==> src/bnil_pkg.sv <==
// Shared types and constants for the bidirectional name index lookup.
// Used by the front, back, top level and checker; no dependencies.
package bnil_pkg;

    localparam int DEF_MAX_ENTRIES = 1024;
    localparam int DEF_NAME_LEN    = 20;

    localparam int KIND_W = 2;
    localparam int CHAR_W = 8;
    localparam int NUM_W  = 11;

    localparam logic [KIND_W-1:0] KIND_LOAD   = 2'd0;
    localparam logic [KIND_W-1:0] KIND_NUMBER = 2'd1;
    localparam logic [KIND_W-1:0] KIND_QUERY  = 2'd2;

    localparam logic REPLY_NAME   = 1'b0;
    localparam logic REPLY_NUMBER = 1'b1;

    typedef enum logic [1:0] {
        OP_LOAD,
        OP_NUMBER,
        OP_QUERY
    } op_t;

    typedef struct packed {
        op_t               op;
        logic [CHAR_W-1:0] ch;
        logic              last;
        logic [NUM_W-1:0]  num;
    } cmd_t;

endpackage

==> src/bnil_front.sv <==
// Input side: accepts items, drops unused kinds, and queues commands.
// Depends on bnil_pkg for the command type and kind codes.
module bnil_front (
    input  logic                           clk,
    input  logic                           rst_n,
    input  logic                           in_valid,
    output logic                           in_ready,
    input  logic [bnil_pkg::KIND_W-1:0]    kind,
    input  logic [bnil_pkg::CHAR_W-1:0]    char_code,
    input  logic                           last_char,
    input  logic [bnil_pkg::NUM_W-1:0]     entry_number,
    output logic                           cmd_valid,
    input  logic                           cmd_ready,
    output bnil_pkg::cmd_t                 cmd
);

    localparam int QD  = 4;
    localparam int QAW = 2;
    localparam int QCW = 3;

    bnil_pkg::cmd_t q_mem [QD];
    logic [QAW-1:0] wr_ptr_reg, rd_ptr_reg;
    logic [QCW-1:0] cnt_reg;

    bnil_pkg::cmd_t cls;
    logic           keep;
    logic           push, pop;

    always_comb
    begin
        keep     = 1'b1;
        cls.ch   = char_code;
        cls.last = last_char;
        cls.num  = entry_number;
        cls.op   = bnil_pkg::OP_LOAD;
        unique case (kind)
            bnil_pkg::KIND_LOAD:   cls.op = bnil_pkg::OP_LOAD;
            bnil_pkg::KIND_NUMBER: cls.op = bnil_pkg::OP_NUMBER;
            bnil_pkg::KIND_QUERY:  cls.op = bnil_pkg::OP_QUERY;
            default:               keep = 1'b0;
        endcase
    end

    assign in_ready  = (cnt_reg != QCW'(QD));
    assign push      = in_valid && in_ready && keep;
    assign cmd_valid = (cnt_reg != '0);
    assign pop       = cmd_valid && cmd_ready;
    assign cmd       = q_mem[rd_ptr_reg];

    always_ff @(posedge clk)
    begin
        if (push)
            q_mem[wr_ptr_reg] <= cls;
    end

    always_ff @(posedge clk or negedge rst_n)
    begin
        if (!rst_n)
        begin
            wr_ptr_reg <= '0;
            rd_ptr_reg <= '0;
            cnt_reg    <= '0;
        end
        else
        begin
            if (push)
                wr_ptr_reg <= wr_ptr_reg + QAW'(1);
            if (pop)
                rd_ptr_reg <= rd_ptr_reg + QAW'(1);
            if (push && !pop)
                cnt_reg <= cnt_reg + QCW'(1);
            else if (pop && !push)
                cnt_reg <= cnt_reg - QCW'(1);
        end
    end

endmodule

==> config.mk <==
export PLATFORM = sky130hd
export DESIGN_NAME = bnil_front
export DESIGN_NICKNAME = d
export VERILOG_FILES = /design/src/bnil_pkg.sv /design/src/bnil_front.sv
export SDC_FILE = /design/constraint.sdc
export NUM_CORES = 1
export LEC_CHECK = 0
export ABC_AREA = 1
export BUFFER_PORTS_ARGS = -buffer_cell sky130_fd_sc_hd__clkbuf_2
export CAP_MARGIN = 20
export CORE_MARGIN = 8
export CORE_UTILIZATION = 45
export DETAILED_ROUTE_END_ITERATION = 12
export GPL_ROUTABILITY_DRIVEN = 0
export HOLD_SLACK_MARGIN = 0.12
export PLACE_DENSITY = 0.7
export SYNTH_ARGS = -nofsm -noshare
export SYNTH_HDL_FRONTEND = slang
export SYNTH_SLANG_ARGS = --single-unit
==> constraint.sdc <==
create_clock -name clk -period 2.6 [get_ports clk]
set_input_delay 0.52 -clock clk [delete_from_list [all_inputs] [get_ports clk]]
set_output_delay 0.52 -clock clk [all_outputs]
set_load 0.005 [all_outputs]
==> flow_summary.toml, run 1 <==
[synth]
synth.top_cells.by_area = "edfxtp_1, nand2_1, o211ai_1, inv_1, dfrtp_1"
syn_area_um2 = 4015
synth-seq-cells = 95
ys.flop_type = "edfxtp_1"
synth.most_common_cell = "edfxtp_1"
synthTopCellsByCount = "edfxtp_1, nand2_1, inv_1, o211ai_1, buf_6"
yosys.area.top_type = "edfxtp_1"
synth.distinct_cells = 20
synth_nets = 354
synth_edf_count = 88
async_reset_ff_frac = 0.07368
netlist_instances = 322
ys_warn_count = 0
yosysSeqAreaShare = 0.7018
yosysTopAreaCellShare = 0.6581
avgSynthCellArea_um2 = 12.47

[placement]
io_buffers = 49
dpl_worst_slack_ps = 361.0
place_inst = 474
hpwl_um = 4655
postPlaceCellArea_um2 = 4354

[worst_setup_path]
start_kind = "flip-flop"
critPathArrivalTime_ps = 1730
critical_path.cell_chain = "inv_4 > buf_4 > nand2_1 > o211ai_1 > nand2_1 > clkbuf_2"
end_kind = "output port"
r2r.worst_path.cells = 11
crit_path_frequent_cell = "nand2_1"
reg2reg_slack_ps = 570
required_ps = 2080
r2r_end = "cnt_reg[2]$_DFFE_PN0P_"
path_class = "reg -> out"
slowest_stage = "dfrtp_1"
crit_fanout = 26
max_stage_delay_ps = 430
r2r_start = "cnt_reg[0]$_DFFE_PN0P_"

[final_layout]
antenna_cells = 0
post-route-util = 0.5272
drive_gt1_frac = 0.2147
fin_nets = 410
layout.cells.non_filler = 490
area_growth_pct = 13.96
largest_register_ffs = 88
final_area_um2 = 4576

[detailed_routing]
first_pass_iters = 4
viasPerCell = 4.855
wire_per_inst_um = 14.46
ant_nets = 0
drc = 0
dr_total_vias = 2379
drt-initial-drc-count = 144
totalWireLength_um = 7085

[pwr]
ir_drop_uv = 586.3
swShare = 0.3399
leakage_nw = 1.936
seq_power_share = 0.437
p_int_mw = 3.086
total_power_mw = 4.676
netSwitchingPower_mw = 1.589
combPwrFrac = 0.345
p_per_area_nw_per_um2 = 1022
clkPwrFrac = 0.219

[worst_hold_path]
min_path_cells = 1
hp-start = "entry_number[4]"
hold_path_end = "q_mem[0][4]$_DFFE_PP_"
worst_hold_path_type = "in -> reg"

[clock_tree]
numCtsBuffers = 9
cts.sink_count = 95
htreeDepth = 3
clk_pin_slew_ps = 90
cts_resized = 0
clk-insertion-delay-late_ps = 350
clk_path_buf_depth = 2
cts_tree = "yes"
root_buffer = "clkbuf_8"

[sta]
maxSlewHeadroom = 0.6726
setup-tns-final_ps = 0
tightest_slew_ps = 490.4
grt_setup_unrepaired = "no"
setup_ws_ps = 348.7
period_needed_ps = 2251
fin_worst_skew_ps = 5.276
fin_hold_ws_ps = 385.0
finalSetupViolations = 0
slew_violations = 0
hold_violations = 0
fmax_mhz = 444.2
finalCritPeriodShare = 0.8659

[die]
die_w_um = 110.5
die_y_um = 110.5
fp-row-count = 34
dieArea_um2 = 12200
core_area_um2 = 8678
boundaryPins = 50
start_util = 0.4627

[global_routing]
grt_remaining_overflow = 0
grt_pass1_vias = 2401
antenna_found_initial = 0
grt_max_degree = 45
grt_first_pass_wirelength_um = 11850
grt_use_total = 0.1216

[outcome]
outcome = "finished clean"

[flow_run]
drv_cap = 0
==> worst max-delay path: cells and delay by family (launching register included) <==
kind	cells	cell delay, ps
flops	1	430
buf+inv	3	660
simple gates	2	180
compound gates	1	90
==> power groups by stage <==
stage	Clock, mW	Sequential (mW)	Combinational [mW]
finish	1.02	2.04	1.61
detailed placement	0	2.08	1.65
global route	1.09	2.07	1.86
CTS	1.04	2.04	1.66
floorplan	0	2.06	1.16
global placement	0	2.07	1.61
==> cell usage in the layout, fill, tap and decap left out, types with 4 or more instances in the layout <==
cell type	count
clkbuf_2	49
buf_4	8
nor2_2	4
nand2_1	84
dfrtp_1	7
ha_1	5
o211ai_2	4
clkbuf_8	9
edfxtp_1	88
nand3_1	7
o211ai_1	40
inv_1	60
==> worst max path at each step <==
| stage | cells past startpoint | slack (ps) | end | start |
|---|---|---|---|---|
| after floorplan | 4 | 350 | q_mem[0][0]$_DFFE_PP_ | in_valid |
| after global placement | 11 | 470 | cnt_reg[2]$_DFFE_PN0P_ | kind[0] |
| after detailed placement | 11 | 360 | cnt_reg[2]$_DFFE_PN0P_ | kind[0] |
| after CTS | 6 | 310 | cmd[8] | rd_ptr_reg[0]$_DFFE_PN0P_ |
| after global routing | 6 | 180 | cmd[8] | rd_ptr_reg[0]$_DFFE_PN0P_ |
| final | 6 | 350 | cmd[8] | rd_ptr_reg[0]$_DFFE_PN0P_ |
==> what timing repair did <==
action | CTS | global route
hold buffers | 1 | 0
setup buffers | 0 | 0
hold endpoints to repair | 7 | 0
==> cell families after synthesis <==
group / synth area share
AO/OA/AOI/OAI: 0.08975
AND/OR/NAND/NOR: 0.09442
XOR/XNOR: 0.002182
flip-flops: 0.7018
adder cells (fa/ha/maj): 0.02057
buffers and inverters: 0.09131
==> cell type report <==
type,instances,area (µm²)
Sequential cell,95,2818
Timing Repair Buffer,59,335.3
Tap cell,108,135.1
Clock inverter,5,83.83
Inverter,62,235.2
Clock buffer,10,127.6
Multi-Input combinational cell,151,840.8
Fill cell,748,4103
==> per-layer routing <==
| layer | vias up | track usage | wire (µm) |
|---|---|---|---|
| li1 | 1201 | - | - |
| met1 | 1124 | 0.1460 | 3221 |
| met2 | 46 | 0.1975 | 3467 |
| met3 | 8 | 0.03734 | 300 |
| met4 | 0 | 0.05135 | 95 |
| met5 | - | 0 | 0 |
Note: power is estimated with default switching activity, not from simulation.
==> inputs of run 2 (changes only) <==
--- a/config.mk
+++ b/config.mk
@@ -13,7 +13,7 @@
 export DETAILED_ROUTE_END_ITERATION = 12
 export GPL_ROUTABILITY_DRIVEN = 0
 export HOLD_SLACK_MARGIN = 0.12
-export PLACE_DENSITY = 0.7
+export SLEW_MARGIN = 0
 export SYNTH_ARGS = -nofsm -noshare
 export SYNTH_HDL_FRONTEND = slang
 export SYNTH_SLANG_ARGS = --single-unit
==> run 2 against run 1 <==
Cell area shrank 0.11%. Flip-flop and latch count is the same. Critical path depth is the same. Routed wire length shrank 4.7%. Non-clock buffer count grew 1. Critical endpoint is now cmd[5]. Clock power shrank 4%. Via count shrank 1.8%. Sequential power is essentially flat. Power shrank 1.2%. Clock-buffer cell count shrank 1. Clock skew grew 3.7 ps.
==> flow_summary.toml, run 2 (synthesis gave the netlist of run 1 again) <==
[outcome]
outcome = "finished clean"

[clock_tree]
clk-insertion-delay-late_ps = 330
cts_tree = "yes"
clk_path_buf_depth = 2
numCtsBuffers = 9
cts.sink_count = 95
clk_pin_slew_ps = 80
root_buffer = "clkbuf_8"
htreeDepth = 3

[detailed_routing]
viasPerCell = 4.767
first_pass_iters = 4
top_layer = "met4"
totalWireLength_um = 6752
wire_per_inst_um = 13.78
met3_length_um = 256
ant_nets = 0
wl_met2_um = 3310
drc = 0
dr_total_vias = 2336
wl_met1_um = 3093
drt-initial-drc-count = 70

[final_layout]
largest_register_ffs = 88
area_growth_pct = 13.84
seq_area_um2 = 2818
drive_gt1_frac = 0.2120
fin_nets = 411
fillers = 765
layout.cells.non_filler = 490
antenna_cells = 0
final_cell_mix = "edfxtp_1, nand2_1, inv_1"
final_area_um2 = 4571
final_common_cell = "edfxtp_1"
post-route-util = 0.5267
multi_input_area_um2 = 840.8

[pwr]
leakage_nw = 1.939
ir_drop_uv = 516.8
p_per_area_nw_per_um2 = 1011
seq_power_share = 0.441
netSwitchingPower_mw = 1.544
swShare = 0.3342
combPwrFrac = 0.347
total_power_mw = 4.622
p_int_mw = 3.077
clkPwrFrac = 0.212

[global_routing]
grt_use_total = 0.1160
grt_max_degree = 40
grt_pass1_vias = 2358
grt_remaining_overflow = 0
grt_first_pass_wirelength_um = 11560
antenna_found_initial = 0

[worst_setup_path]
end_kind = "output port"
max_stage_delay_ps = 420
r2r.worst_path.cells = 9
crit_path_frequent_cell = "nand2_1"
critPathArrivalTime_ps = 1730
path_class = "reg -> out"
crit_path_start = "rd_ptr_reg[0]$_DFFE_PN0P_"
critical_path.cell_chain = "inv_4 > buf_4 > nand2_1 > o211ai_1 > nand2_1 > clkbuf_2"
crit_fanout = 39
required_ps = 2080
start_kind = "flip-flop"
r2r_start = "cnt_reg[0]$_DFFE_PN0P_"
reg2reg_slack_ps = 550
r2r_end = "cnt_reg[1]$_DFFE_PN0P_"
slowest_stage = "dfrtp_1"

[sta]
setup-tns-final_ps = 0
setup_ws_ps = 351.6
period_needed_ps = 2248
fin_hold_ws_ps = 399.7
fmax_mhz = 444.8
maxSlewHeadroom = 0.6672
slew_violations = 0
tightest_slew_ps = 498.5
fin_worst_skew_ps = 8.965
grt_setup_unrepaired = "no"
hold_violations = 0
finalSetupViolations = 0
finalCritPeriodShare = 0.8648

[placement]
place_inst = 475
hpwl_um = 4466
dpl_worst_slack_ps = 359.7
postPlaceCellArea_um2 = 4362
io_buffers = 49

[die]
fp-row-count = 34
boundaryPins = 50
die_y_um = 110.5
core_area_um2 = 8678
die_w_um = 110.5
start_util = 0.4627
dieArea_um2 = 12200

[worst_hold_path]
hold_path_end = "q_mem[2][7]$_DFFE_PP_"
min_path_cells = 1
worst_hold_path_type = "in -> reg"
hp-start = "entry_number[7]"

[flow_run]
drv_cap = 0
==> run 2: changes by cell type in the layout (fill, tap and decap cells not counted), sizes merged <==
cell,change
buf,+1
clkbuf,-1
clkinv,+1
clkinvlp,-1
==> run 2: power by group through the flow <==
stage / registers, mW / clock network (mW) / logic [mW]
after floorplan: 2.06 / 0 / 1.16
after global placement: 2.07 / 0 / 1.61
after detailed placement: 2.07 / 0 / 1.65
after CTS: 2.04 / 1.00 / 1.65
after global routing: 2.07 / 1.07 / 1.86
final: 2.04 / 0.978 / 1.61
==> run 2: how the worst max path moves through the flow <==
| stage | end | slack [ps] | cells past startpoint |
|---|---|---|---|
| after floorplan | q_mem[0][0]$_DFFE_PP_ | 350 | 4 |
| after global placement | cnt_reg[2]$_DFFE_PN0P_ | 460 | 11 |
| after detailed placement | cnt_reg[2]$_DFFE_PN0P_ | 360 | 11 |
| after CTS | cmd[5] | 320 | 6 |
| after global routing | cmd[5] | 130 | 6 |
| final | cmd[5] | 350 | 6 |
==> run 2: cell type report <==
type,count,area share
flip-flops and latches,95,0.6165
multi-input cells,151,0.1840
repair buffers,60,0.07501
inverters,62,0.05146
well taps,108,0.02956
clock buffers,9,0.02710
clock inverters,5,0.01642
==> run 2: layer usage <==
layer | GRT usage | vias to the layer above
li1 | - | 1198
met1 | 0.1439 | 1090
met2 | 0.1920 | 41
met3 | 0.02543 | 7
met4 | 0.04595 | 0
met5 | 0 | -
==> run 2: critical path, delay by kind of cell, from the launching register on <==
family	cells	cell delay [ps]
flops	1	420
buf+inv	3	720
compound gates	1	80
simple gates	2	150
==> run 2: what timing repair did <==
action | 4_1_cts | 5_1_grt
endpoints found under the setup margin | 0 | 0
hold buffers | 1 | 0
buffers inserted | 0 | 0
gates resized for setup | 0 | 0
endpoints found under the hold margin | 7 | 0
==> inputs of run 3 (changes only) <==
--- a/config.mk
+++ b/config.mk
@@ -8,7 +8,7 @@
 export ABC_AREA = 1
 export BUFFER_PORTS_ARGS = -buffer_cell sky130_fd_sc_hd__clkbuf_2
 export CAP_MARGIN = 20
-export CORE_MARGIN = 8
+export CORE_MARGIN = 2
 export CORE_UTILIZATION = 45
 export DETAILED_ROUTE_END_ITERATION = 12
 export GPL_ROUTABILITY_DRIVEN = 0
==> run 3 against run 2 <==
Setup slack got worse by 11 ps. Clock skew down 0.62 ps. Cell area rose by 0.19%. Register-to-register slack better by 50 ps. Power decreased by 0.29%. Utilization up 0.10 points. Final cell count is 0.41% higher. Sequential power about the same. Flip-flop and latch count unchanged. Via count is 1.8% higher. Clock power shrank 3.7%. Critical path depth did not move. Critical path type unchanged. Largest cell class unchanged.
==> flow_summary.toml, run 3 (synthesis gave the netlist of run 1 again) <==
[die]
boundaryPins = 50
start_util = 0.4627
dieArea_um2 = 9694
core_area_um2 = 8678
fp-row-count = 34
die_w_um = 98.46
die_y_um = 98.46

[final_layout]
antenna_cells = 0
final_common_cell = "edfxtp_1"
fin_nets = 411
largest_register_ffs = 88
area_growth_pct = 14.05
multi_input_area_um2 = 840.8
fillers = 753
seq_area_um2 = 2818
final_cell_mix = "edfxtp_1, nand2_1, inv_1"
drive_gt1_frac = 0.2188

[detailed_routing]
drc = 0
wire_per_inst_um = 13.59
dr_total_vias = 2379
viasPerCell = 4.835
first_pass_iters = 4
totalWireLength_um = 6685
ant_nets = 0
drt-initial-drc-count = 119

[global_routing]
grt-busiest-layer = "met2"
grt_max_degree = 47
grt_pass1_vias = 2214
grt_use_total = 0.1476
globalRouteMet3Util = 0.03262
grt_first_pass_wirelength_um = 10920
grt_remaining_overflow = 0
antenna_found_initial = 0
met1_usage = 0.1984
use_met2 = 0.2407

[clock_tree]
clk-insertion-delay-late_ps = 340
cts_resized = 0
root_buffer = "clkbuf_8"
numCtsBuffers = 9
cts_tree = "yes"
cts.sink_count = 95
post_cts_buffers = 0
clk_pin_slew_ps = 90
clk_path_buf_depth = 2
htreeDepth = 3

[sta]
maxSlewHeadroom = 0.6679
slew_violations = 0
hold_violations = 0
finalSetupViolations = 0
fmax_mhz = 442.5
fin_worst_skew_ps = 8.342
period_needed_ps = 2260
finalCritPeriodShare = 0.8691
tightest_slew_ps = 497.4
grt_setup_unrepaired = "no"
setup-tns-final_ps = 0

[placement]
hpwl_um = 4219
io_buffers = 49

[worst_setup_path]
crit_path_start = "rd_ptr_reg[0]$_DFFE_PN0P_"
slowest_stage = "dfrtp_1"
critPathArrivalTime_ps = 1740
crit_fanout = 46
max_stage_delay_ps = 430
crit_path_frequent_cell = "nand2_1"
critical_path.cell_chain = "inv_4 > buf_12 > nand2_1 > o211ai_1 > nand2_1 > clkbuf_2"
r2r_start = "cnt_reg[0]$_DFFE_PN0P_"
end_kind = "output port"
path_class = "reg -> out"
required_ps = 2080
start_kind = "flip-flop"

[pwr]
p_per_area_nw_per_um2 = 1006
ir_drop_uv = 456.5
leakage_nw = 1.941
total_power_mw = 4.608

[worst_hold_path]
hp-start = "char_code[6]"
worst_hold_path_type = "in -> reg"

[flow_run]
drv_cap = 0

[outcome]
outcome = "finished clean"
## run 3: path summary, 6_finish.rpt
kind / to / slack [ps] / cells past startpoint
worst min register to register: cnt_reg[2]$_DFFE_PN0P_ / 550 / 2
worst max-delay path: cmd[1] / 340 / 6
max in group asynchronous: rd_ptr_reg[0]$_DFFE_PN0P_ / 1900 / 2
worst min-delay path: q_mem[2][18]$_DFFE_PP_ / 390 / 1
worst max register to register: cnt_reg[1]$_DFFE_PN0P_ / 600 / 9
min in group asynchronous: cnt_reg[2]$_DFFE_PN0P_ / 530 / 2
## run 3: what timing repair did
action,CTS,global route
setup endpoints to repair,0,0
endpoints found under the hold margin,7,0
hold buffers,1,0
## run 3: through the flow
step | instances | instance area, µm² | setup WS [ps] | util | hold slack [ps]
4_1_cts | 492 | 4579 | 314.0 | 0.5277 | 374.1
6_report | 492 | 4579 | 340.2 | 0.5277 | 389.2
5_1_grt | 492 | 4579 | 131.7 | 0.5277 | 367.8
3_3_place_gp | 475 | 4374 | 440.8 | 0.5040 | 366.5
3_5_place_dp | 475 | 4374 | 386.6 | 0.5040 | 367.9
2_1_floorplan | 322 | 4015 | 351.6 | - | 224.4
## run 3: per-layer routing
layer | up-vias | share of wire
met5 | - | 0
li1 | 1209 | -
met2 | 46 | 0.49
met3 | 5 | 0.036
met4 | 0 | 0.011
met1 | 1119 | 0.46
## run 3: worst max-delay path: cells and delay by family, from the launching register on
kind                   cells  cell delay (ps)
flip-flops                 1              430
AO/OA/AOI/OAI              1               80
buffers and inverters      3              720
AND/OR/NAND/NOR            2              150
## run 3: power by group
part           total, mW  internal (mW)  switching (mW)
Combinational       1.62          0.622            1.00
Sequential          2.04           1.95          0.0935
Clock              0.942          0.446           0.496
Total               4.61           3.02            1.59
## run 3: layout make-up
class / count / area share
clock buffers: 9 / 0.02705
clock inverters: 7 / 0.01557
inverters: 62 / 0.05137
multi-input cells: 151 / 0.1836
flip-flops and latches: 95 / 0.6153
well taps: 108 / 0.02951
repair buffers: 60 / 0.07760
